**config.mk**
```make
export PLATFORM = sky130hd
export DESIGN_NAME = rfr_out_q
export DESIGN_NICKNAME = d
export VERILOG_FILES = /design/src/rtl/rfr_pkg.sv /design/src/rtl/rfr_out_q.sv
export SDC_FILE = /design/constraint.sdc
export NUM_CORES = 1
export LEC_CHECK = 0
export ABC_AREA = 1
export BUFFER_PORTS_ARGS = -buffer_cell sky130_fd_sc_hd__buf_4
export CORE_MARGIN = 2
export CORE_UTILIZATION = 40
export CTS_CLUSTER_DIAMETER = 120
export DETAILED_ROUTE_END_ITERATION = 10
export MAX_ROUTING_LAYER = met4
export PLACE_DENSITY = 0.63
export SKIP_LAST_GASP = 1
export SYNTH_ARGS = -nofsm -noshare
export SYNTH_HDL_FRONTEND = slang
export SYNTH_SLANG_ARGS = --single-unit
```
**constraint.sdc**
```tcl
create_clock -name clk -period 2 [get_ports clk]
set_input_delay 0.4 -clock clk [delete_from_list [all_inputs] [get_ports clk]]
set_output_delay 0.4 -clock clk [all_outputs]
set_load 0.01 [all_outputs]
```
**src/rtl/rfr_pkg.sv**
```systemverilog
// shared types, constants and crc helper for the register frame receiver
// no dependencies; used by every module in rtl/
`timescale 1ns / 1ps

package rfr_pkg;

  // store address width default and queue depths
  localparam int ADDR_BITS_DEF = 12;
  localparam int IN_Q_DEPTH    = 2;
  localparam int OUT_Q_DEPTH   = 4;

  // frame constants
  localparam logic [7:0]  SYNC_HI      = 8'hAB;
  localparam logic [7:0]  SYNC_LO      = 8'hCD;
  localparam logic [1:0]  FAULT_RELOAD = 2'd3;
  localparam logic [15:0] CRC_MSB      = 16'h8000;

  // input commands
  localparam logic [1:0] CMD_RX_BYTE  = 2'd0;
  localparam logic [1:0] CMD_SERVICE  = 2'd1;
  localparam logic [1:0] CMD_LOCAL_WR = 2'd2;
  localparam logic [1:0] CMD_TICK     = 2'd3;

  // frame status codes
  localparam logic [1:0] ST_NONE     = 2'd0;
  localparam logic [1:0] ST_ACCEPT   = 2'd1;
  localparam logic [1:0] ST_CRC_ERR  = 2'd2;
  localparam logic [1:0] ST_DROPPED  = 2'd3;

  // configuration register indexes
  localparam int         CFG_IDX_W    = 3;
  localparam logic [2:0] CFG_POLY     = 3'd0;
  localparam logic [2:0] CFG_SEND     = 3'd1;
  localparam logic [2:0] CFG_REQUEST  = 3'd2;
  localparam logic [2:0] CFG_QUERY    = 3'd3;
  localparam logic [2:0] CFG_RESPONSE = 3'd4;

  // configuration reset values
  localparam logic [15:0] POLY_RST     = 16'h1021;
  localparam logic [7:0]  SEND_RST     = 8'd1;
  localparam logic [7:0]  REQUEST_RST  = 8'd2;
  localparam logic [7:0]  QUERY_RST    = 8'd3;
  localparam logic [7:0]  RESPONSE_RST = 8'd4;

  typedef struct packed {
    logic [1:0]  command;
    logic [7:0]  rx_byte;
    logic [11:0] local_addr;
    logic [15:0] local_value;
  } in_item_t;

  typedef struct packed {
    logic [7:0] tx_byte;
    logic       tx_valid;
    logic       last;
    logic [1:0] frame_status;
    logic       peer_kind;
    logic       fault_flag;
  } out_item_t;

  // classified word handed from the front queue to the executor
  typedef struct packed {
    logic        is_rx;
    logic        is_service;
    logic        is_local_wr;
    logic        is_tick;
    logic [7:0]  rx_byte;
    logic [15:0] addr;
    logic [15:0] value;
    logic        addr_ok;
  } work_t;

  // one byte of msb-first crc-16
  function automatic logic [15:0] crc_update(input logic [15:0] crc,
                                             input logic [7:0]  b,
                                             input logic [15:0] poly);
    logic [15:0] c;
    c = crc ^ {b, 8'h00};
    for (int i = 0; i < 8; i++) begin
      if ((c & CRC_MSB) != 16'd0) begin
        c = (c << 1) ^ poly;
      end else begin
        c = c << 1;
      end
    end
    return c;
  endfunction

  // byte idx of an answer frame
  function automatic logic [7:0] ans_byte(input logic [3:0]  idx,
                                          input logic [7:0]  ftype,
                                          input logic [15:0] addr,
                                          input logic [15:0] data,
                                          input logic [15:0] crc);
    logic [7:0] b;
    case (idx)
      4'd0: b = SYNC_HI;
      4'd1: b = SYNC_LO;
      4'd2: b = ftype;
      4'd3: b = addr[15:8];
      4'd4: b = addr[7:0];
      4'd5: b = data[15:8];
      4'd6: b = data[7:0];
      4'd7: b = crc[15:8];
      4'd8: b = crc[7:0];
      default: b = 8'h00;
    endcase
    return b;
  endfunction

endpackage

```
**src/rtl/rfr_out_q.sv**
```systemverilog
// result queue between the sequencer and the output port
// depends on rfr_pkg
`timescale 1ns / 1ps

module rfr_out_q (
  input  logic               clk,
  input  logic               rst_n,
  input  logic               push,
  input  rfr_pkg::out_item_t item,
  output logic               full,
  output logic               empty,
  input  logic               pop,
  output rfr_pkg::out_item_t head
);

  localparam int DEPTH = rfr_pkg::OUT_Q_DEPTH;
  localparam int PTR_W = (DEPTH > 1) ? $clog2(DEPTH) : 1;
  localparam int CNT_W = $clog2(DEPTH + 1);

  rfr_pkg::out_item_t q_r [DEPTH];
  logic [PTR_W-1:0]   wptr_r, wptr_nxt;
  logic [PTR_W-1:0]   rptr_r, rptr_nxt;
  logic [CNT_W-1:0]   cnt_r, cnt_nxt;
  logic               do_push, do_pop;

  assign full    = (cnt_r == CNT_W'(DEPTH));
  assign empty   = (cnt_r == '0);
  assign do_push = push && !full;
  assign do_pop  = pop && !empty;
  assign head    = q_r[rptr_r];

  always_comb begin
    wptr_nxt = wptr_r;
    rptr_nxt = rptr_r;
    cnt_nxt  = cnt_r;
    if (do_push) begin
      wptr_nxt = (wptr_r == PTR_W'(DEPTH - 1)) ? '0 : wptr_r + PTR_W'(1);
    end
    if (do_pop) begin
      rptr_nxt = (rptr_r == PTR_W'(DEPTH - 1)) ? '0 : rptr_r + PTR_W'(1);
    end
    if (do_push && !do_pop) begin
      cnt_nxt = cnt_r + CNT_W'(1);
    end else if (do_pop && !do_push) begin
      cnt_nxt = cnt_r - CNT_W'(1);
    end
  end

  always_ff @(posedge clk) begin
    if (!rst_n) begin
      wptr_r <= '0;
      rptr_r <= '0;
      cnt_r  <= '0;
    end else begin
      wptr_r <= wptr_nxt;
      rptr_r <= rptr_nxt;
      cnt_r  <= cnt_nxt;
    end
  end

  always_ff @(posedge clk) begin
    if (do_push) begin
      q_r[wptr_r] <= item;
    end
  end

endmodule

```
After elaboration in Yosys (flattened, before gate mapping). Memories as Yosys holds them, arrays and structs flattened. A register that Yosys moved wholly into a read port is not among the register bits. Cells that the tools add are included.

$add $sub $neg: 4. Multipliers: 0. Div/mod/pow operators: 0. Magnitude comparators: 0. Equal/unequal tests: 3. Shift-type cells: 0. Multiplexer cells: 8. Bitwise gates (word level): 0. Reductions and logical operators: 10.

Operator list (count): two-way mux 2 bit (4); two-way mux 3 bit (2); adder 2 x 1 -> 2 bit, second input constant (2); equality test 2 bit, second input constant (2); logical AND 1 bit (4); logical NOT 1 bit (4); adder 3 x 1 -> 3 bit, second input constant (1); equality test 3 bit, second input constant (1); logical NOT 3 bit (1); subtractor 3 x 1 -> 3 bit, second input constant (1); two-way mux 1 bit (2); nonzero test 2 bit (1).

Register bits: 7. Latch bits: 0. RAM bits: 56. Memory bits (read-only): 0. Output and inout port bits: 16. Word-level logic and storage cells: 29. Memories kept: 1.

Memories: q_r (words 4, bits a word 14, rd ports 1, clocked after Yosys merged registers in 1, wr ports 1, RTL line rfr_out_q.sv:20) `rfr_pkg::out_item_t q_r [DEPTH];`.

Depth between registers and ports, before layout. Gate-level depths: netlist of the first run.

Word-level depth: 7. Gate-level depth with buffers: 13. Mapped depth without buffers: 13.

Worst setup path after synthesis of the first run. Ideal clock, no wire load.

Kind: register to register. From: register cnt_r[1]. To: register cnt_r[1]. Setup time: 0.116 ns. Arrival: 1.615 ns. Data required time: 1.884 ns. Slack: 0.269 ns. Stages on the path, launching flop included: 10. Buffers on the path: 0. Clock period less this slack: 1.731 ns. Path through: dfxtp_1 > nor2_1 > nand2_1 > nand2_1 > inv_1 > ha_1 > inv_1 > fa_1 > o21ai_0 > nor2_1.

Elaborated cells between the ends (all ways): 15.

RTL lines: from (decl) (RTL line rfr_out_q.sv:23) `logic [CNT_W-1:0] cnt_r, cnt_nxt;`; from (signal assigned) (RTL line rfr_out_q.sv:57) `cnt_r <= cnt_nxt;`; equality test 3 bit (RTL line rfr_out_q.sv:26) `assign full = (cnt_r == CNT_W'(DEPTH));`; logical NOT 1 bit (RTL line rfr_out_q.sv:28) `assign do_push = push && !full;`; logical AND 1 bit (RTL line rfr_out_q.sv:28); net do_push (RTL line rfr_out_q.sv:24) `logic do_push, do_pop;`; logical AND 1 bit (RTL line rfr_out_q.sv:42) `if (do_push && !do_pop) begin`; two-way mux 3 bit (RTL line rfr_out_q.sv:42); net cnt_nxt[1] (RTL line rfr_out_q.sv:23).

The timed path passes the listed nets, and every way through them passes these cells. The select of a mux whose other input is x is not followed. A chain may end at the register's enable or synchronous reset.

==> impl_metrics.csv, run 1 <==
group,metric,value,unit
setup_path,worst_ep_required_time,1600,ps
pwr,p_int,2.91,mW
setup_path,critPathSlowestCell,"dfxtp_1",
sta,period_share,92.0,%
global_routing,grt_overflow,0,
global_routing,grt_first_pass_wirelength,7590,µm
synthesis,synth_area_leader_cell,"edfxtp_1",
job,drv_cap,0,
pwr,leakagePower,1.22,nW
sta,skew,6.75,ps
floorplan,die_w,84.5,µm
clocking,clkTransAtPathRegs,70,ps
final_layout,insertedDiodeCount,0,
synthesis,ys_top_cells_by_area,"edfxtp_1, dfxtp_1, nor2_1",
synthesis,yosys_register_bits,65,
pwr,clkPwrFrac,27.6,%
synthesis,synth_top_area_share,64.9,%
synthesis,synth_edf_count,56,
route,via_per_inst,4.84,
setup_path,startpoint_type,"flip-flop",
worst_hold_path,hp-class,"in -> reg",
setup_path,cp_top_family,"flip-flops",
clocking,cts_tree,"built",
floorplan,core,6310,µm²
synthesis,seq_area_frac_synth,71.8,%
sta,slew_viol_final,0,
route,drt_first_iter_violations,108,
floorplan,io_pins,34,
pwr,powerDensity,1340,nW/µm²
route,routed_wirelength,4660,µm
floorplan,rows,29,
synthesis,synth_ff_type,"edfxtp_1",
global_routing,first_global_vias,1623,
setup_path,cp_max_fo,16,
pwr,p_seq_share,42.1,%
pwr,p_switching,1.30,mW
synthesis,synth.most_common_cell,"edfxtp_1",
synthesis,syn_nets,232,
clocking,clk_path_buf_depth,2,
synthesis,avgSynthCellArea,12.5,µm²
sta,setup_viol,0,
sta,setup_tns,0,ps
final_layout,final_nets,277,
sta,rsz0062_at_grt,"true",
pwr,pwr-share-comb,30.3,%
synthesis,ys_top_cells_by_count,"edfxtp_1, nor2_1, o21ai_0",
sta,min_period,1840,ps
clocking,insertion_delay,330,ps
route,wl_per_cell,13.9,µm
setup_path,crit_chain,"buf_4 > o21ai_0 > o22ai_1 > buf_4",
clocking,hold_buffers,0,
setup_path,cp.arrival,1440,ps
synthesis,synth_area,2590,µm²
final_layout,final_util,49.9,%
route,vias,1617,
sta,max-slew-margin-rel,83.0,%
route,ant_nets,0,
synthesis,postSynth.asyncResetShare,0,%
route,drc,0,
synthesis,synth_cells,207,
clocking,cts_root_buf,"clkbuf_8",
synthesis,ys_warn_count,0,
clocking,cts.sinks,65,
synthesis,synth_cell_types,19,
global_routing,grt_max_degree,29,
global_routing,antenna_found_initial,0,
place,portBuffers,33,
clocking,numCtsBuffers,9,
setup_path,cp_num_buf_inv,2,
sta,hold_viol,0,
place,hpwlAfterDp,2930,µm
final_layout,area_growth_syn_to_layout,21.4,%
final_layout,drive_gt1_share,24.1,%
route,firstDrtPassIters,6,
sta,tightest_slew,255,ps
pwr,swShare,30.8,%
global_routing,grt_usage,14.7,%
clocking,htree_levels,3,
status,status,"finished, final reports clean",
floorplan,fp.dieH,84.5,µm
place,gp_congestion,0.692,
final_layout,fillCellCount,572,
setup_path,crit_type,"reg -> out",
setup_path,crit_path_end_kind,"primary output",
floorplan,die_area,7140,µm²
setup_path,crit_path_frequent_cell,"buf_4",
pwr,vdd_drop_max,0.694,mV
floorplan,start_util,41.1,%
setup_path,slowest_delay,390,ps
sta,fmax,0.543,GHz
==> kinds of logic (layout without fill, tap and decap cells) <==
group	Yosys count	after routing	synth area share (%)
fa+ha+maj	7	7	3.67
flops	65	65	71.8
buf+inv	26	76	5.45
compound gates	47	47	9.75
simple gates	62	62	9.31
==> per-layer routing <==
layer	global-route usage [%]	vias up	wire [µm]	share of wire, %
met3	3.34	8	168	3.6
li1	-	818	-	-
met2	24.1	33	2230	48
met5	-	-	0	0
met1	17.1	758	2180	47
met4	7.36	0	83	1.8
==> registers in the layout, indices dropped and copies added (netlist names), named ones only <==
signal	count
q_r	56
cnt_r	3
rptr_r	2
wptr_r	2
==> final cells by class <==
cell class              count  area, µm²  share of cell area [%]
multi-input cells         116        597                    19.0
inverters                  19       73.8                    2.34
well taps                  77       96.3                    3.06
repair buffers             41        308                    9.78
clock buffers              10        128                    4.05
clock inverters             6       82.6                    2.62
flip-flops and latches     65       1860                    59.2
==> metrics by stage <==
step | total power, mW | hold WS, ps | setup WS, ps | instance area (µm²) | instances
after floorplan | 2.58 | 480 | 269 | 2590 | 207
after global placement | 3.04 | 495 | 193 | 2930 | 318
after detailed placement | 3.08 | 503 | 110 | 2930 | 318
after CTS | 4.24 | 257 | 71.6 | 3140 | 334
after global routing | 4.50 | 249 | -0.803 | 3150 | 334
final | 4.21 | 273 | 159 | 3150 | 334
==> worst paths after layout <==
path	start	endpoint	slack [ps]	cells past startpoint
worst max-delay path	flip-flop	head[5]	160	4
worst min-delay path	item[9]	q_r[3][9]	270	1
worst max register to register	cnt_r[1]	cnt_r[2]	180	12
worst min register to register	cnt_r[0]	cnt_r[0]	520	2
==> what timing repair did <==
item,4_1_cts,5_1_grt
gates resized for setup,0,6
endpoints found under the setup margin,0,9
setup buffers,0,0
==> power by group through the flow <==
| stage | registers, mW | logic, mW | clock network [mW] |
|---|---|---|---|
| global route | 1.79 | 1.45 | 1.26 |
| detailed placement | 1.79 | 1.29 | 0 |
| CTS | 1.76 | 1.29 | 1.19 |
| floorplan | 1.77 | 0.811 | 0 |
| finish | 1.77 | 1.27 | 1.16 |
| global placement | 1.79 | 1.25 | 0 |
==> cells in the final DEF, fill, tap and decap left out <==
master / synthesis / routed
dfxtp_2: 0 / 1
fa_1: 1 / 1
bufinv_16: 0 / 2
clkbuf_1: 0 / 1
o21ai_0: 24 / 24
ha_1: 6 / 6
nand2_2: 0 / 2
clkinvlp_4: 0 / 1
inv_2: 2 / 1
nand2_1: 15 / 13
clkbuf_8: 0 / 9
buf_4: 3 / 41
edfxtp_1: 56 / 56
nand3_1: 2 / 2
inv_1: 17 / 17
clkinv_2: 0 / 3
inv_4: 0 / 1
nand4_1: 1 / 1
o22ai_1: 14 / 14
nand3b_1: 1 / 1
o21ai_1: 6 / 6
a21oi_1: 3 / 3
dfxtp_1: 9 / 8
nor2_1: 43 / 42
nor2_2: 0 / 1
No activity file was read; power rests on OpenSTA's default activity.
==> run 2, diff against run 1 <==
==> constraint.sdc (replaced) <==
create_clock -name clk -period 2.1 [get_ports clk]
set_input_delay 0.42 -clock clk [delete_from_list [all_inputs] [get_ports clk]]
set_output_delay 0.42 -clock clk [all_outputs]
set_load 0.01 [all_outputs]
==> impl_metrics.csv, run 2 (synthesis gave the netlist of run 1 again) <==
group,metric,value,unit
pwr,fin_total_pwr,3.75,mW
worst_hold_path,hp-class,"in -> reg",
clocking,cts_tree,"built",
sta,min_period,1970,ps
setup_path,cp_max_fo,9,
clocking,insertion_delay,330,ps
final_layout,postLayoutCellArea,3090,µm²
final_layout,area_growth_syn_to_layout,19.1,%
sta,skew,7.54,ps
final_layout,fillCellCount,581,
sta,slew_viol_final,0,
final_layout,layout.cells.non_filler,333,
pwr,powerDensity,1210,nW/µm²
sta,layout_setup_ws,134,ps
sta,tightest_slew,451,ps
route,vias,1613,
sta,setup_viol,0,
final_layout,biggestRegsByFlops,"q_r (56), cnt_r (3)",
floorplan,core,6310,µm²
place,place_inst,317,
setup_path,r2r_cells,11,
global_routing,grt_first_pass_wirelength,7730,µm
global_routing,grt_overflow,0,
setup_path,crit_type,"reg -> out",
sta,hold_viol,0,
floorplan,start_util,41.1,%
global_routing,first_global_vias,1601,
clocking,clk_path_buf_depth,2,
final_layout,mostFrequentLayoutCell,"edfxtp_1",
global_routing,antenna_found_initial,0,
clocking,cts_root_buf,"clkbuf_8",
floorplan,fp.dieH,84.5,µm
global_routing,grt_usage,14.8,%
status,status,"finished, final reports clean",
sta,rsz0062_at_grt,"false",
global_routing,grt_max_degree,29,
setup_path,crit_path_end_kind,"primary output",
worst_hold_path,min_to,"q_r[2][6]",
place,hpwlAfterDp,2870,µm
route,drt_first_iter_violations,113,
setup_path,worst_ep_required_time,1680,ps
final_layout,final_nets,276,
setup_path,r2r-start,"cnt_r[1]",
clocking,clkTransAtPathRegs,70,ps
route,routed_wirelength,4680,µm
place,gp_congestion,0.718,
final_layout,top_register,"q_r",
floorplan,die_area,7140,µm²
pwr,leakagePower,1.19,nW
sta,setup_tns,0,ps
place,post-place-ws,197,ps
worst_hold_path,worstHoldStart,"item[6]",
final_layout,mostFrequentLayoutCells,"edfxtp_1, nor2_1, buf_4, o21ai_0, inv_1",
place,placed_area,2920,µm²
setup_path,startpoint_type,"flip-flop",
route,drc,0,
setup_path,reg2reg_slack,210,ps
final_layout,drive_gt1_share,22.7,%
pwr,vdd_drop_max,0.622,mV
sta,max-slew-margin-rel,69.9,%
floorplan,rows,29,
route,via_per_inst,4.84,
route,ant_nets,0,
route,firstDrtPassIters,4,
floorplan,die_w,84.5,µm
worst_hold_path,min_path_cells,1,
route,wl_per_cell,14.1,µm
clocking,cts.sinks,65,
floorplan,io_pins,34,
clocking,hold_buffers,0,
clocking,numCtsBuffers,9,
final_layout,insertedDiodeCount,0,
setup_path,reg2reg_to,"cnt_r[2]",
sta,fmax,0.509,GHz
sta,period_share,93.6,%
job,drv_cap,0,
final_layout,largest_reg_flops,56,
clocking,htree_levels,3,
setup_path,cp.arrival,1550,ps
clocking,post_cts_buffers,0,
place,portBuffers,33,
run 2: worst max-delay path by stage:
stage                    from  endpoint  depth (start not counted)
global route         cnt_r[1]  cnt_r[1]                          9
detailed placement   cnt_r[1]  cnt_r[2]                         12
finish              flip-flop   head[7]                          4
CTS                 flip-flop   head[8]                          4
floorplan            cnt_r[1]  cnt_r[1]                          9
global placement     cnt_r[1]  cnt_r[1]                          9
run 2: worst max-delay path, stage by stage (launching register included):
cell and delay (ps):
dfxtp_1 510, buf_4 240, o21ai_0 90, o22ai_1 220, buf_4 160
run 2: through the flow:
stage	utilization (%)	hold slack [ps]
2_1_floorplan	-	480
3_3_place_gp	46.2	495
3_5_place_dp	46.2	503
4_1_cts	48.8	271
5_1_grt	48.9	264
6_report	48.9	286
run 2: where the power goes:
| part | total, mW | internal (mW) | switching [mW] |
|---|---|---|---|
| registers | 1.68 | 1.59 | 0.0888 |
| clock network | 0.870 | 0.424 | 0.446 |
| logic | 1.20 | 0.504 | 0.699 |
| total | 3.75 | 2.52 | 1.23 |
run 2: cell type report:
cell class	instances	area [µm²]	area share, %
inverters	19	71.3	2.31
multi-input cells	116	594	19.2
clock buffers	11	131	4.25
flip-flops and latches	65	1860	60.3
well taps	77	96.3	3.12
repair buffers	40	300	9.72
clock inverters	5	32.5	1.05
run 2: metal layers:
| layer | up-vias | track usage [%] | share of wire [%] |
|---|---|---|---|
| li1 | 813 | - | - |
| met1 | 755 | 17.7 | 44 |
| met2 | 39 | 22.8 | 48 |
| met3 | 6 | 5.80 | 6.3 |
| met4 | 0 | 5.48 | 1.2 |
| met5 | - | - | 0 |
run 2: timing repair:
action,CTS,global route
endpoints found under the setup margin,0,2
hold endpoints to repair,0,0
resized for setup,0,2
