<file path="config.mk">
export PLATFORM = sky130hd
export DESIGN_NAME = rfr_front
export DESIGN_NICKNAME = d
export VERILOG_FILES = /design/src/rtl/rfr_pkg.sv /design/src/rtl/rfr_front.sv
export SDC_FILE = /design/constraint.sdc
export NUM_CORES = 1
export LEC_CHECK = 0
export ABC_CLOCK_PERIOD_IN_PS = 2800
export BUFFER_PORTS_ARGS = -buffer_cell sky130_fd_sc_hd__buf_2
export CAP_MARGIN = 20
export CORE_MARGIN = 3
export CORE_UTILIZATION = 25
export DETAILED_ROUTE_END_ITERATION = 16
export GPL_TIMING_DRIVEN = 0
export PLACE_DENSITY = 0.55
export SETUP_SLACK_MARGIN = 0.1
export SLEW_MARGIN = 15
export SYNTH_ARGS = -nofsm -noshare
export SYNTH_HDL_FRONTEND = slang
export SYNTH_SLANG_ARGS = --single-unit
</file>
<file path="constraint.sdc">
create_clock -name clk -period 2.8 [get_ports clk]
set_input_delay 0.14 -clock clk [delete_from_list [all_inputs] [get_ports clk]]
set_output_delay 0.14 -clock clk [all_outputs]
set_load 0.005 [all_outputs]
</file>
<file path="src/rtl/rfr_pkg.sv">
// shared types, constants and crc helper for the register frame receiver
// no dependencies; used by every module in rtl/
`timescale 1ns / 1ps

package rfr_pkg;

  // store address width default and queue depths
  localparam int ADDR_BITS_DEF = 12;
  localparam int IN_Q_DEPTH    = 2;
  localparam int OUT_Q_DEPTH   = 4;

  // frame constants
  localparam logic [7:0]  SYNC_HI      = 8'hAB;
  localparam logic [7:0]  SYNC_LO      = 8'hCD;
  localparam logic [1:0]  FAULT_RELOAD = 2'd3;
  localparam logic [15:0] CRC_MSB      = 16'h8000;

  // input commands
  localparam logic [1:0] CMD_RX_BYTE  = 2'd0;
  localparam logic [1:0] CMD_SERVICE  = 2'd1;
  localparam logic [1:0] CMD_LOCAL_WR = 2'd2;
  localparam logic [1:0] CMD_TICK     = 2'd3;

  // frame status codes
  localparam logic [1:0] ST_NONE     = 2'd0;
  localparam logic [1:0] ST_ACCEPT   = 2'd1;
  localparam logic [1:0] ST_CRC_ERR  = 2'd2;
  localparam logic [1:0] ST_DROPPED  = 2'd3;

  // configuration register indexes
  localparam int         CFG_IDX_W    = 3;
  localparam logic [2:0] CFG_POLY     = 3'd0;
  localparam logic [2:0] CFG_SEND     = 3'd1;
  localparam logic [2:0] CFG_REQUEST  = 3'd2;
  localparam logic [2:0] CFG_QUERY    = 3'd3;
  localparam logic [2:0] CFG_RESPONSE = 3'd4;

  // configuration reset values
  localparam logic [15:0] POLY_RST     = 16'h1021;
  localparam logic [7:0]  SEND_RST     = 8'd1;
  localparam logic [7:0]  REQUEST_RST  = 8'd2;
  localparam logic [7:0]  QUERY_RST    = 8'd3;
  localparam logic [7:0]  RESPONSE_RST = 8'd4;

  typedef struct packed {
    logic [1:0]  command;
    logic [7:0]  rx_byte;
    logic [11:0] local_addr;
    logic [15:0] local_value;
  } in_item_t;

  typedef struct packed {
    logic [7:0] tx_byte;
    logic       tx_valid;
    logic       last;
    logic [1:0] frame_status;
    logic       peer_kind;
    logic       fault_flag;
  } out_item_t;

  // classified word handed from the front queue to the executor
  typedef struct packed {
    logic        is_rx;
    logic        is_service;
    logic        is_local_wr;
    logic        is_tick;
    logic [7:0]  rx_byte;
    logic [15:0] addr;
    logic [15:0] value;
    logic        addr_ok;
  } work_t;

  // one byte of msb-first crc-16
  function automatic logic [15:0] crc_update(input logic [15:0] crc,
                                             input logic [7:0]  b,
                                             input logic [15:0] poly);
    logic [15:0] c;
    c = crc ^ {b, 8'h00};
    for (int i = 0; i < 8; i++) begin
      if ((c & CRC_MSB) != 16'd0) begin
        c = (c << 1) ^ poly;
      end else begin
        c = c << 1;
      end
    end
    return c;
  endfunction

  // byte idx of an answer frame
  function automatic logic [7:0] ans_byte(input logic [3:0]  idx,
                                          input logic [7:0]  ftype,
                                          input logic [15:0] addr,
                                          input logic [15:0] data,
                                          input logic [15:0] crc);
    logic [7:0] b;
    case (idx)
      4'd0: b = SYNC_HI;
      4'd1: b = SYNC_LO;
      4'd2: b = ftype;
      4'd3: b = addr[15:8];
      4'd4: b = addr[7:0];
      4'd5: b = data[15:8];
      4'd6: b = data[7:0];
      4'd7: b = crc[15:8];
      4'd8: b = crc[7:0];
      default: b = 8'h00;
    endcase
    return b;
  endfunction

endpackage

</file>
<file path="src/rtl/rfr_front.sv">
// front part: input word queue and command classification
// depends on rfr_pkg
`timescale 1ns / 1ps

module rfr_front #(
  parameter int ADDR_BITS = rfr_pkg::ADDR_BITS_DEF
) (
  input  logic             clk,
  input  logic             rst_n,
  input  logic             push,
  input  rfr_pkg::in_item_t item,
  output logic             full,
  output logic             head_valid,
  output rfr_pkg::work_t   head,
  input  logic             pop
);

  localparam int DEPTH = rfr_pkg::IN_Q_DEPTH;
  localparam int PTR_W = (DEPTH > 1) ? $clog2(DEPTH) : 1;
  localparam int CNT_W = $clog2(DEPTH + 1);

  rfr_pkg::in_item_t q_r [DEPTH];
  logic [PTR_W-1:0]  wptr_r, wptr_nxt;
  logic [PTR_W-1:0]  rptr_r, rptr_nxt;
  logic [CNT_W-1:0]  cnt_r, cnt_nxt;
  logic              do_push, do_pop;
  rfr_pkg::in_item_t h;
  logic [15:0]       laddr;

  assign full       = (cnt_r == CNT_W'(DEPTH));
  assign head_valid = (cnt_r != '0);
  assign do_push    = push && !full;
  assign do_pop     = pop && head_valid;

  always_comb begin
    wptr_nxt = wptr_r;
    rptr_nxt = rptr_r;
    cnt_nxt  = cnt_r;
    if (do_push) begin
      wptr_nxt = (wptr_r == PTR_W'(DEPTH - 1)) ? '0 : wptr_r + PTR_W'(1);
    end
    if (do_pop) begin
      rptr_nxt = (rptr_r == PTR_W'(DEPTH - 1)) ? '0 : rptr_r + PTR_W'(1);
    end
    if (do_push && !do_pop) begin
      cnt_nxt = cnt_r + CNT_W'(1);
    end else if (do_pop && !do_push) begin
      cnt_nxt = cnt_r - CNT_W'(1);
    end
  end

  always_ff @(posedge clk) begin
    if (!rst_n) begin
      wptr_r <= '0;
      rptr_r <= '0;
      cnt_r  <= '0;
    end else begin
      wptr_r <= wptr_nxt;
      rptr_r <= rptr_nxt;
      cnt_r  <= cnt_nxt;
    end
  end

  always_ff @(posedge clk) begin
    if (do_push) begin
      q_r[wptr_r] <= item;
    end
  end

  // classify the oldest word
  assign h     = q_r[rptr_r];
  assign laddr = {4'b0000, h.local_addr};

  always_comb begin
    head             = '0;
    head.rx_byte     = h.rx_byte;
    head.addr        = laddr;
    head.value       = h.local_value;
    head.addr_ok     = ((laddr >> ADDR_BITS) == 16'd0);
    case (h.command)
      rfr_pkg::CMD_RX_BYTE:  head.is_rx       = 1'b1;
      rfr_pkg::CMD_SERVICE:  head.is_service  = 1'b1;
      rfr_pkg::CMD_LOCAL_WR: head.is_local_wr = 1'b1;
      rfr_pkg::CMD_TICK:     head.is_tick     = 1'b1;
      default:               head.is_tick     = 1'b1;
    endcase
  end

endmodule

</file>
After elaboration in Yosys (flattened, before gate mapping)
Memories as Yosys holds them, arrays and structs flattened. A register that Yosys moved wholly into a read port is not among the register bits.
Index checks and enable logic that the tools add are counted.
Widths: inputs -> output; s select.
{"block": "totals", "regBits": 4, "mem_bits_rw": 76, "wordCells": 34, "mem_count": 1}
{"block": "op_classes", "addsub": 4, "n_eq_ne": 4, "muxes": 12, "reduce_logical": 10}
{"memory": "q_r", "depth": 2, "width": 38, "rd": 1, "rd_ports_with_merged_regs": 1, "wr": 1, "line": "rfr_front.sv:22", "source": "rfr_pkg::in_item_t q_r [DEPTH];"}
{"op": "$mux 1", "n": 10}
{"op": "$eq 2x2->1 const B", "n": 3}
{"op": "$logic_and 1x1->1", "n": 4}
{"op": "$mux 2", "n": 2}
{"op": "$reduce_bool 2->1", "n": 2}
{"op": "$logic_not 1->1", "n": 3}
{"op": "$add 1x1->1 const B", "n": 2}
{"op": "$add 2x1->2 const B", "n": 1}
{"op": "$eq 2x1->1 const B", "n": 1}
{"op": "$logic_not 2->1", "n": 1}
{"op": "$sub 2x1->2 const B", "n": 1}

Logic depth before layout (Yosys ltp)
Gate-level depths: netlist of the first run.
{"block": "depth", "depth_word": 7, "ltp_mapped": 7, "mapped_depth_nobuf": 7}

Worst setup path before layout of the first run
No wires, ideal clock.
{"block": "synth_path", "path_kind": "reg-to-reg", "from": "reg cnt_r[0]", "to": "mem q_r[0][0] (netlist name), enable pin", "setup_ns": 0.428, "arrival_ns": 2.097, "t_required_ns": 2.372, "slack_ns": 0.274, "path_stages_with_launch": 4, "n_path_buf": 0, "path_cell_list": "dfxtp_1 nand2b_1 inv_2 nor3_2"}
{"block": "synth_between", "elab_chain_cells": 5}
{"element": "start: declaration", "line": "rfr_front.sv:25", "source": "logic [CNT_W-1:0] cnt_r, cnt_nxt;"}
{"element": "start signal: assignment", "line": "rfr_front.sv:60", "source": "cnt_r <= cnt_nxt;"}
{"element": "$eq 2x2->1", "line": "rfr_front.sv:30", "source": "assign full = (cnt_r == CNT_W'(DEPTH));"}
{"element": "net full", "line": "rfr_front.sv:12", "source": "output logic full,"}
{"element": "$logic_not 1->1", "line": "rfr_front.sv:32", "source": "assign do_push = push && !full;"}
{"element": "$logic_and 1x1->1", "line": "rfr_front.sv:32"}
{"element": "$mux 1", "line": "rfr_front.sv:65", "source": "if (do_push) begin"}
{"element": "$mux 1 (implied by the code)", "line": "rfr_front.sv:66", "source": "q_r[wptr_r] <= item;"}
{"element": "end: declaration", "line": "rfr_front.sv:22"}
The timed path passes the listed nets, and every way through them passes these cells.

==> results of run 1 <==
## per-layer routing
| layer | part of all wire, % | up-vias | track usage [%] |
|---|---|---|---|
| met5 | 0 | - | 0 |
| met4 | 2.4 | 0 | 5.104 |
| met3 | 6.2 | 11 | 3.368 |
| met2 | 48 | 59 | 14.00 |
| li1 | - | 876 | - |
| met1 | 44 | 887 | 10.41 |
## worst max path at each step
stage,start,endpoint,cells after the start
6_report,register,head[14],4
5_1_grt,register,head[35],4
4_1_cts,register,head[35],4
3_5_place_dp,cnt_r[0],q_r[0][5],6
3_3_place_gp,cnt_r[0],q_r[0][5],3
2_1_floorplan,cnt_r[0],q_r[0][0],3
## cell type report
| class | instances | area share [%] |
|---|---|---|
| sequential | 81 | 53.98 |
| timing repair buffer | 125 | 20.07 |
| multi-input combinational | 65 | 13.72 |
| clock buffer | 11 | 5.274 |
| tap | 143 | 4.054 |
| buffer | 10 | 1.418 |
| clock inverter | 5 | 1.049 |
| inverter | 5 | 0.4253 |
## cells by family (layout without fill, tap and decap cells)
family,count (synthesis),after routing,share of synthesized area [%]
muxes,36,36,13.29
xor gates and xnor gates,3,3,0.8615
AOI/OAI and AO/OA,9,9,2.215
other,2,5,0.2462
buffers and inverters,15,156,2.666
and+or+nand+nor,11,11,2.215
adders and majority gates,1,1,0.4101
DFF,81,81,78.10
## state kept, by name (all words and copies together) (netlist names), named ones only
signal and cells:
cnt_r 2, wptr_r 1, q_r 76, rptr_r 1
## synthesized netlist by cell type, drive strengths merged
cell / count / area share [%]
and2: 3 / 0.62
or2: 1 / 0.21
edfxtp: 76 / 75
o21a: 1 / 0.25
conb: 2 / 0.25
o32ai: 4 / 1.1
nor2: 1 / 0.12
inv: 5 / 0.61
o21ai: 2 / 0.33
a21boi: 2 / 0.49
xnor2: 2 / 0.57
ha: 1 / 0.41
and3: 1 / 0.21
dfxtp: 5 / 3.3
nand2b: 2 / 0.41
nor3: 1 / 0.33
xor2: 1 / 0.29
nand2: 1 / 0.12
or3: 1 / 0.21
mux2: 36 / 13
buf: 10 / 2.1
## worst reg2reg max path: stages, from the launching register on
cell      delay, ns
dfxtp_1        0.41
nand2b_1       0.18
inv_2          0.07
nor3_4         0.16
buf_8          0.20
buf_16         0.16
buf_16         0.16
## power by group through the flow
stage	Sequential [mW]	Combinational, mW	Clock [mW]
floorplan	1.59	0.501	0
global placement	1.60	0.831	0
detailed placement	1.60	0.925	0
CTS	1.57	0.971	1.15
global route	1.59	1.04	1.20
finish	1.57	0.935	1.10
## through the flow
| stage | std cells | TNS, ns |
|---|---|---|
| after global routing | 445 | 0 |
| after CTS | 445 | 0 |
| final | 445 | 0 |
| after floorplan | 161 | 0 |
| after detailed placement | 391 | 0 |
| after global placement | 387 | -30.01 |
## timing repair
action                                  in CTS  in global routing
resized for setup                            0                  0
hold endpoints to repair                    76                  0
endpoints found under the setup margin       0                  0
hold buffers                                38                  0
setup buffers                                0                  0
==> reports/results.ini, run 1 <==
[status]
status=finished clean

[critical_path]
cp.arrival_ns=1.58
path_max_fanout=10
reg2regPathDepth=6
critPathLaunchType=register
ff2ff_setup_slack_ns=1.15
slowest_stage=mux2_2
critical_path.endpoint_type=output pin
path_buf_inv=3
worstPathRequired_ns=2.66
path_delay_family=buffers and inverters
r2r-end=q_r[0][6]
path_class=register to output pin
r2r_start=cnt_r[0]
crit_top_cell=buf_2
timing.critical_path.slowest_cell_delay_ns=0.37
worstPathCellList=buf_2, buf_2, mux2_2, buf_2

[pwr]
vdd.ir_drop.worst_mv=0.4156
seqPwrFrac_pct=43.6
leakage_nw=1.703
p_sw_uw=894.4
pwr-share-comb_pct=25.9
power.density_nw_per_um2=817.1
power.total_mw=3.606
intPower_mw=2.712
clock_power_share_pct=30.5
swShare_pct=24.80

[sta]
hold_viol=0
finalClockSkew_ns=0.005956
drv_slew=0
rsz0062_at_grt=no
whs_ns=0.07793
fin_crit_sh_pct=61.28
timing.final.crit_period_ns=1.716
setup_viol=0
fmax_mhz=582.8
setup_ws_ns=1.084

[grt]
grt_pass1_vias=1846
grt_max_degree=26
antenna_found_initial=0
grt_usage_pct=8.896
overflow=0
grt_pass1_wl_um=8873

[clock_tree]
clock-sinks=81
cts_buffers=9
clock_latency_ns=0.33
clockRootBuffer=clkbuf_16
clockBufferDepth=2
clk_pin_slew_ns=0.05
htree_levels=3
cts_tree=built

[place]
gp_congestion=0.6129
io_buffers=83
hpwl_um=3997
post-place-ws_ns=1.144
place_area_um2=3754

[routing]
viasPerCell=4.119
wl_um=5852
wl_per_cell_um=13.15
drtAntennaViolNets=0
firstDrtPassIters=4
num_vias=1833
drt_drc_violations_left=0
drt-initial-drc-count=84

[logic_synthesis]
synth_area_um2=3050
yosysUniqueCellTypes=25
synth_seq_cells=81
synthCells=158
yosysWarnings=0
syn_area_per_cell_um2=19.31
synth_seq_area_share_pct=78.10

[job]
drv_cap=0

[cells_and_area]
final-seq-area_um2=2382
layout_commonest_cell=buf_2
mostFrequentLayoutCells=buf_2 (88), edfxtp_1 (76), dlygate4sd3_1 (38)
design_area_um2=4413
drive_gt1_share_pct=49.01
fillers=1096
num_antenna_cells=0
syn2layout_area_growth_pct=44.67
final_util_pct=37.84
multi_input_comb_area_um2=605.6
num-nets-final=340

[worst_hold_path]
hold_start=rst_n
hold_depth=2
hp-class=input pin to register

[floorplan]
start_util_pct=26.16
core_area_um2=11660
fp-row-count=39
die_height_um=116.5
num_io_pins=89
die_x_um=116.5
die-area_um2=13560

Power figures use the tool's default switching activity.
==> run 2, diff against run 1 <==
ABC_CLOCK_PERIOD_IN_PS = 1600   (was 2800)
clock period = 1.6 ns   (was 2.8 ns; I/O delays follow)
==> run 2 against run 1 <==
Combinational power rose to 2.6 times the previous value. Clock power rose by 80%. Critical path depth is 1 higher. Hold slack worse by 0.059 ns. Register-to-register slack got worse by 0.98 ns. Flip-flop and latch count unchanged. Clock skew shrank 0.00056 ns. Non-clock buffer count up 12. First-iteration DRC count fell by 14%. Count of clock-buffer cells in the layout decreased by 2. Core utilization is 3.6 points higher. Via count grew 2.0%. Critical path type unchanged. Critical endpoint is now head[9].
==> reports/results.ini, run 2 (same netlist as run 1, synthesis figures left out) <==
[floorplan]
die-area_um2=13560
die_height_um=116.5
num_io_pins=89
fp-row-count=39
die_x_um=116.5
core_area_um2=11660
start_util_pct=26.16

[routing]
wl_um=6645
wl_per_cell_um=14.51
drt-initial-drc-count=72
wl_met3_um=325
viasPerCell=4.081
firstDrtPassIters=4
num_vias=1869
dr_wl_met2_um=3372
topRoutingLayerUsed=met4
drtAntennaViolNets=0
met1_length_um=2784
drt_drc_violations_left=0

[critical_path]
cp.arrival_ns=1.47
path_buf_inv=4
slowest_stage=dfxtp_2
path_class=register to output pin
reg2regPathDepth=2
path_max_fanout=5
crit_top_cell=buf_6
timing.critical_path.slowest_cell_delay_ns=0.31
worstPathRequired_ns=1.52
critPathLaunchType=register
r2r_start=cnt_r[0]
worstPathCellList=buf_6, buf_6, clkbuf_16, mux2_4, buf_6
r2r-end=q_r[1][5]
critical_path.endpoint_type=output pin
ff2ff_setup_slack_ns=0.17
path_delay_family=buffers and inverters

[clock_tree]
clockRootBuffer=clkbuf_16
cts_buffers=9
cts_tree=built
clock_latency_ns=0.33
htree_levels=3
clk_pin_slew_ns=0.06
clock-sinks=81
clockBufferDepth=2

[pwr]
power.total_mw=7.172
vdd.ir_drop.worst_mv=0.7618
seqPwrFrac_pct=38.9
p_sw_mw=1.832
pwr-share-comb_pct=33.5
leakage_nw=1.910
swShare_pct=25.54
power.density_nw_per_um2=1484
intPower_mw=5.341
clock_power_share_pct=27.6

[sta]
hold_viol=0
setup_viol=0
worst_pin_slew_ns=0.5511
fin_crit_sh_pct=96.70
setup_ws_ns=0.05284
drv_slew=0
finalClockSkew_ns=0.005394
tns_ns=0
rsz0062_at_grt=yes
timing.final.crit_period_ns=1.547
fmax_mhz=646.3
relSlewSlack_pct=63.26
whs_ns=0.01931

[cells_and_area]
drive_gt1_share_pct=56.51
largest_reg_flops=76
largest-register=q_r
fillers=1066
final_util_pct=41.45
layout_commonest_cell=edfxtp_1
syn2layout_area_growth_pct=58.49
reg.largest.list=q_r x76, cnt_r x2
num-nets-final=353
num_antenna_cells=0
mostFrequentLayoutCells=edfxtp_1 (76), buf_2 (64), dlygate4sd3_1 (38)

[place]
hpwl_um=3823
io_buffers=83
gp_congestion=0.6354
post-place-ws_ns=-0.2054

[job]
drv_cap=0

[worst_hold_path]
hold_depth=2
hold_start=rst_n
hp-class=input pin to register
holdPathEnd=wptr_r

[grt]
grt_pass1_vias=1912
antenna_found_initial=0
grt_pass1_wl_um=9660
overflow=0
grt_usage_pct=9.917
grt_max_degree=20

[status]
status=finished clean

-- run 2: changes by cell type in the layout (fill, tap and decap cells not counted), moves of 3 or more --
cell,change
mux2_4,+20
clkinv_2,+3
o32ai_1,-4
o32ai_2,+4
mux2_2,-20
buf_6,+23
dfxtp_1,-3
buf_2,-24
buf_4,+11
-- run 2: per-layer routing --
metal,vias up,track usage [%]
met5,-,0
met4,0,5.259
met3,12,3.523
met2,55,16.36
met1,899,11.28
li1,903,-
-- run 2: cell type report --
type | instances | area (µm²) | area share [%]
Tap cell | 143 | 178.9 | 3.701
Sequential cell | 81 | 2389 | 49.40
Clock buffer | 9 | 225.2 | 4.658
Clock inverter | 7 | 61.31 | 1.268
Timing Repair Buffer | 137 | 1095 | 22.64
Inverter | 5 | 21.27 | 0.4400
Buffer | 10 | 107.6 | 2.226
Multi-Input combinational cell | 66 | 757.0 | 15.66
-- run 2: power groups by stage --
stage | clock (mW) | combinational (mW) | sequential, mW
finish | 1.98 | 2.40 | 2.79
global route | 2.18 | 2.59 | 2.82
CTS | 2.06 | 2.08 | 2.78
detailed placement | 0 | 1.53 | 2.81
global placement | 0 | 1.48 | 2.81
floorplan | 0 | 0.905 | 2.79
-- run 2: timing repair --
action	4_1_cts	5_1_grt
resized for setup	38	33
hold buffers	38	0
setup buffers	8	4
endpoints found under the setup margin	117	60
gates cloned	2	1
pin swaps	3	2
hold endpoints to repair	76	0
-- run 2: worst max path at each step --
stage           endpoint  cells past startpoint     start
4_1_cts          head[5]                      5  register
5_1_grt          head[9]                      5  register
3_3_place_gp   q_r[0][2]                      3  cnt_r[0]
6_report         head[9]                      5  register
3_5_place_dp   q_r[1][6]                      2  cnt_r[0]
2_1_floorplan  q_r[0][0]                      3  cnt_r[0]
-- run 2: worst reg2reg max path, stage by stage (launching register included) --
cell and delay, ns:
dfxtp_4 0.36, nand2b_4 0.15, and3_2 0.56
-- run 2: per-stage QoR --
step | cell area, µm² | std cells
floorplan | 3080 | 161
global placement | 3675 | 387
detailed placement | 3705 | 389
CTS | 4626 | 453
global route | 4835 | 458
finish | 4835 | 458
==> run 3, diff against run 2 <==
==> constraint.sdc (replaced) <==
create_clock -name clk -period 1.6 [get_ports clk]
set_input_delay 0.32 -clock clk [delete_from_list [all_inputs] [get_ports clk]]
set_output_delay 0.32 -clock clk [all_outputs]
set_load 0.005 [all_outputs]
==> run 3 against run 2 <==
The run now ends with negative setup slack left. Register-to-register slack is essentially flat. Cell count shrank 9.2%. Global-route usage shrank 0.51 points. Non-clock buffer count shrank 42. Routed wire length shrank 6.7%. Core utilization shrank 3.4 points. Sequential share of layout area grew 4.5 points. Critical path depth shrank 1. Sequential power is essentially flat. Count of clock-buffer cells in the layout is the same. Hold slack gained 0.15 ns. Critical path type unchanged. Critical endpoint is now head[21].
==> reports/results.ini, run 3 (same netlist as run 1, synthesis figures left out) <==
[clock_tree]
clockRootBuffer=clkbuf_16
clk_pin_slew_ns=0.06
htree_levels=3
cts_buffers=9
cts_tree=built
clock-sinks=81
hold_buffers=0
clockBufferDepth=2
clock_latency_ns=0.33

[critical_path]
worstPathRequired_ns=1.28
critical_path.endpoint_type=output pin
path_max_fanout=10
critPathLaunchType=register
r2r_start=cnt_r[0]
cp.arrival_ns=1.40
path_class=register to output pin

[floorplan]
num_io_pins=89
fp-row-count=39
die-area_um2=13560
die_x_um=116.5
core_area_um2=11660
die_height_um=116.5
start_util_pct=26.16

[sta]
hold_viol=0
finalClockSkew_ns=0.004372
setup_viol=40
drv_slew=0
setup_ws_ns=-0.1238
timing.final.crit_period_ns=1.724
fin_crit_sh_pct=107.7
whs_ns=0.1711
fmax_mhz=580.1
tns_ns=-3.994
rsz0062_at_grt=yes

[pwr]
swShare_pct=25.44
power.density_nw_per_um2=1590
seqPwrFrac_pct=39.6
intPower_mw=5.258
leakage_nw=1.735
clock_power_share_pct=28.1
vdd.ir_drop.worst_mv=0.7692
p_sw_mw=1.794
pwr-share-comb_pct=32.3

[worst_hold_path]
hold_start=item[11]
hp-class=input pin to register

[cells_and_area]
mostFrequentLayoutCells=edfxtp_1 (76), buf_2 (61), mux2_4 (23), buf_6 (23), buf_4 (14)
num_antenna_cells=0
largest-register=q_r
reg.largest.list=q_r x76, cnt_r x2
drive_gt1_share_pct=63.37
num-nets-final=311
syn2layout_area_growth_pct=45.36
fin_cells=416
largest_reg_flops=76
fillers=1108
layout_commonest_cell=edfxtp_1

[place]
dp.cells=389
gp_congestion=0.6354
hpwl_um=3823
io_buffers=83
post-place-ws_ns=-0.2054

[job]
drv_cap=0

[grt]
grt_usage_pct=9.403
grt_pass1_vias=1763
overflow=0
grt_pass1_wl_um=9059
grt_max_degree=20
antenna_found_initial=0

[routing]
drtAntennaViolNets=0
wl_um=6201
drt-initial-drc-count=85
wl_per_cell_um=14.91
firstDrtPassIters=4
viasPerCell=4.142
num_vias=1723
drt_drc_violations_left=0

[status]
violations=negative setup slack
status=finished with violations

-- run 3: changes by cell type in the layout (fill, tap and decap cells not counted), moves of 2 or more --
cell / previous run / this run
buf_2: 64 / 61
buf_4: 16 / 14
buf_8: 2 / 4
dlygate4sd3_1: 38 / 0
mux2_2: 16 / 13
mux2_4: 20 / 23
-- run 3: stage by stage --
| step | instance area, µm² | utilization, % | power [mW] |
|---|---|---|---|
| after floorplan | 3080 | - | 3.695 |
| after global routing | 4434 | 38.02 | 7.462 |
| final | 4434 | 38.02 | 7.052 |
| after global placement | 3675 | 31.51 | 4.286 |
| after CTS | 4244 | 36.39 | 6.825 |
| after detailed placement | 3705 | 31.77 | 4.345 |
-- run 3: power by group through the flow --
stage	registers (mW)	logic, mW	clock network, mW
2_1_floorplan	2.79	0.905	0
4_1_cts	2.78	1.98	2.06
5_1_grt	2.83	2.45	2.18
6_report	2.79	2.28	1.98
3_5_place_dp	2.81	1.53	0
3_3_place_gp	2.81	1.48	0
-- run 3: area by class of cell --
| class | instances | area [µm²] | area share, % |
|---|---|---|---|
| inverters | 5 | 21.27 | 0.4797 |
| multi-input cells | 66 | 767.0 | 17.30 |
| flip-flops and latches | 81 | 2391 | 53.92 |
| clock inverters | 7 | 61.31 | 1.383 |
| well taps | 143 | 178.9 | 4.035 |
| plain buffers | 10 | 127.6 | 2.878 |
| clock buffers | 9 | 225.2 | 5.079 |
| repair buffers | 95 | 661.9 | 14.93 |
-- run 3: per-layer routing --
| metal | GRT usage (%) | part of all wire [%] |
|---|---|---|
| met1 | 10.66 | 41 |
| met2 | 15.26 | 50 |
| met3 | 3.679 | 6.4 |
| met4 | 5.104 | 2.4 |
| met5 | 0 | 0 |
-- run 3: worst max-delay path, cell delays in order (launching register included) --
cell	delay [ns]
dfxtp_2	0.33
buf_8	0.14
buf_8	0.15
mux2_2	0.33
buf_2	0.12
-- run 3: final timing paths --
kind                endpoint  slack, ns  cells after the start
setup / recovery    head[21]      -0.12                      4
hold / removal    q_r[0][11]       0.17                      1
hold reg to reg     cnt_r[1]       0.56                      2
setup reg to reg    cnt_r[1]       0.16                      7
-- run 3: repair_timing --
action	in CTS	in global routing
gates cloned	1	0
setup endpoints to repair	118	60
pin swaps	3	1
gates resized for setup	45	36
buffers inserted	7	3
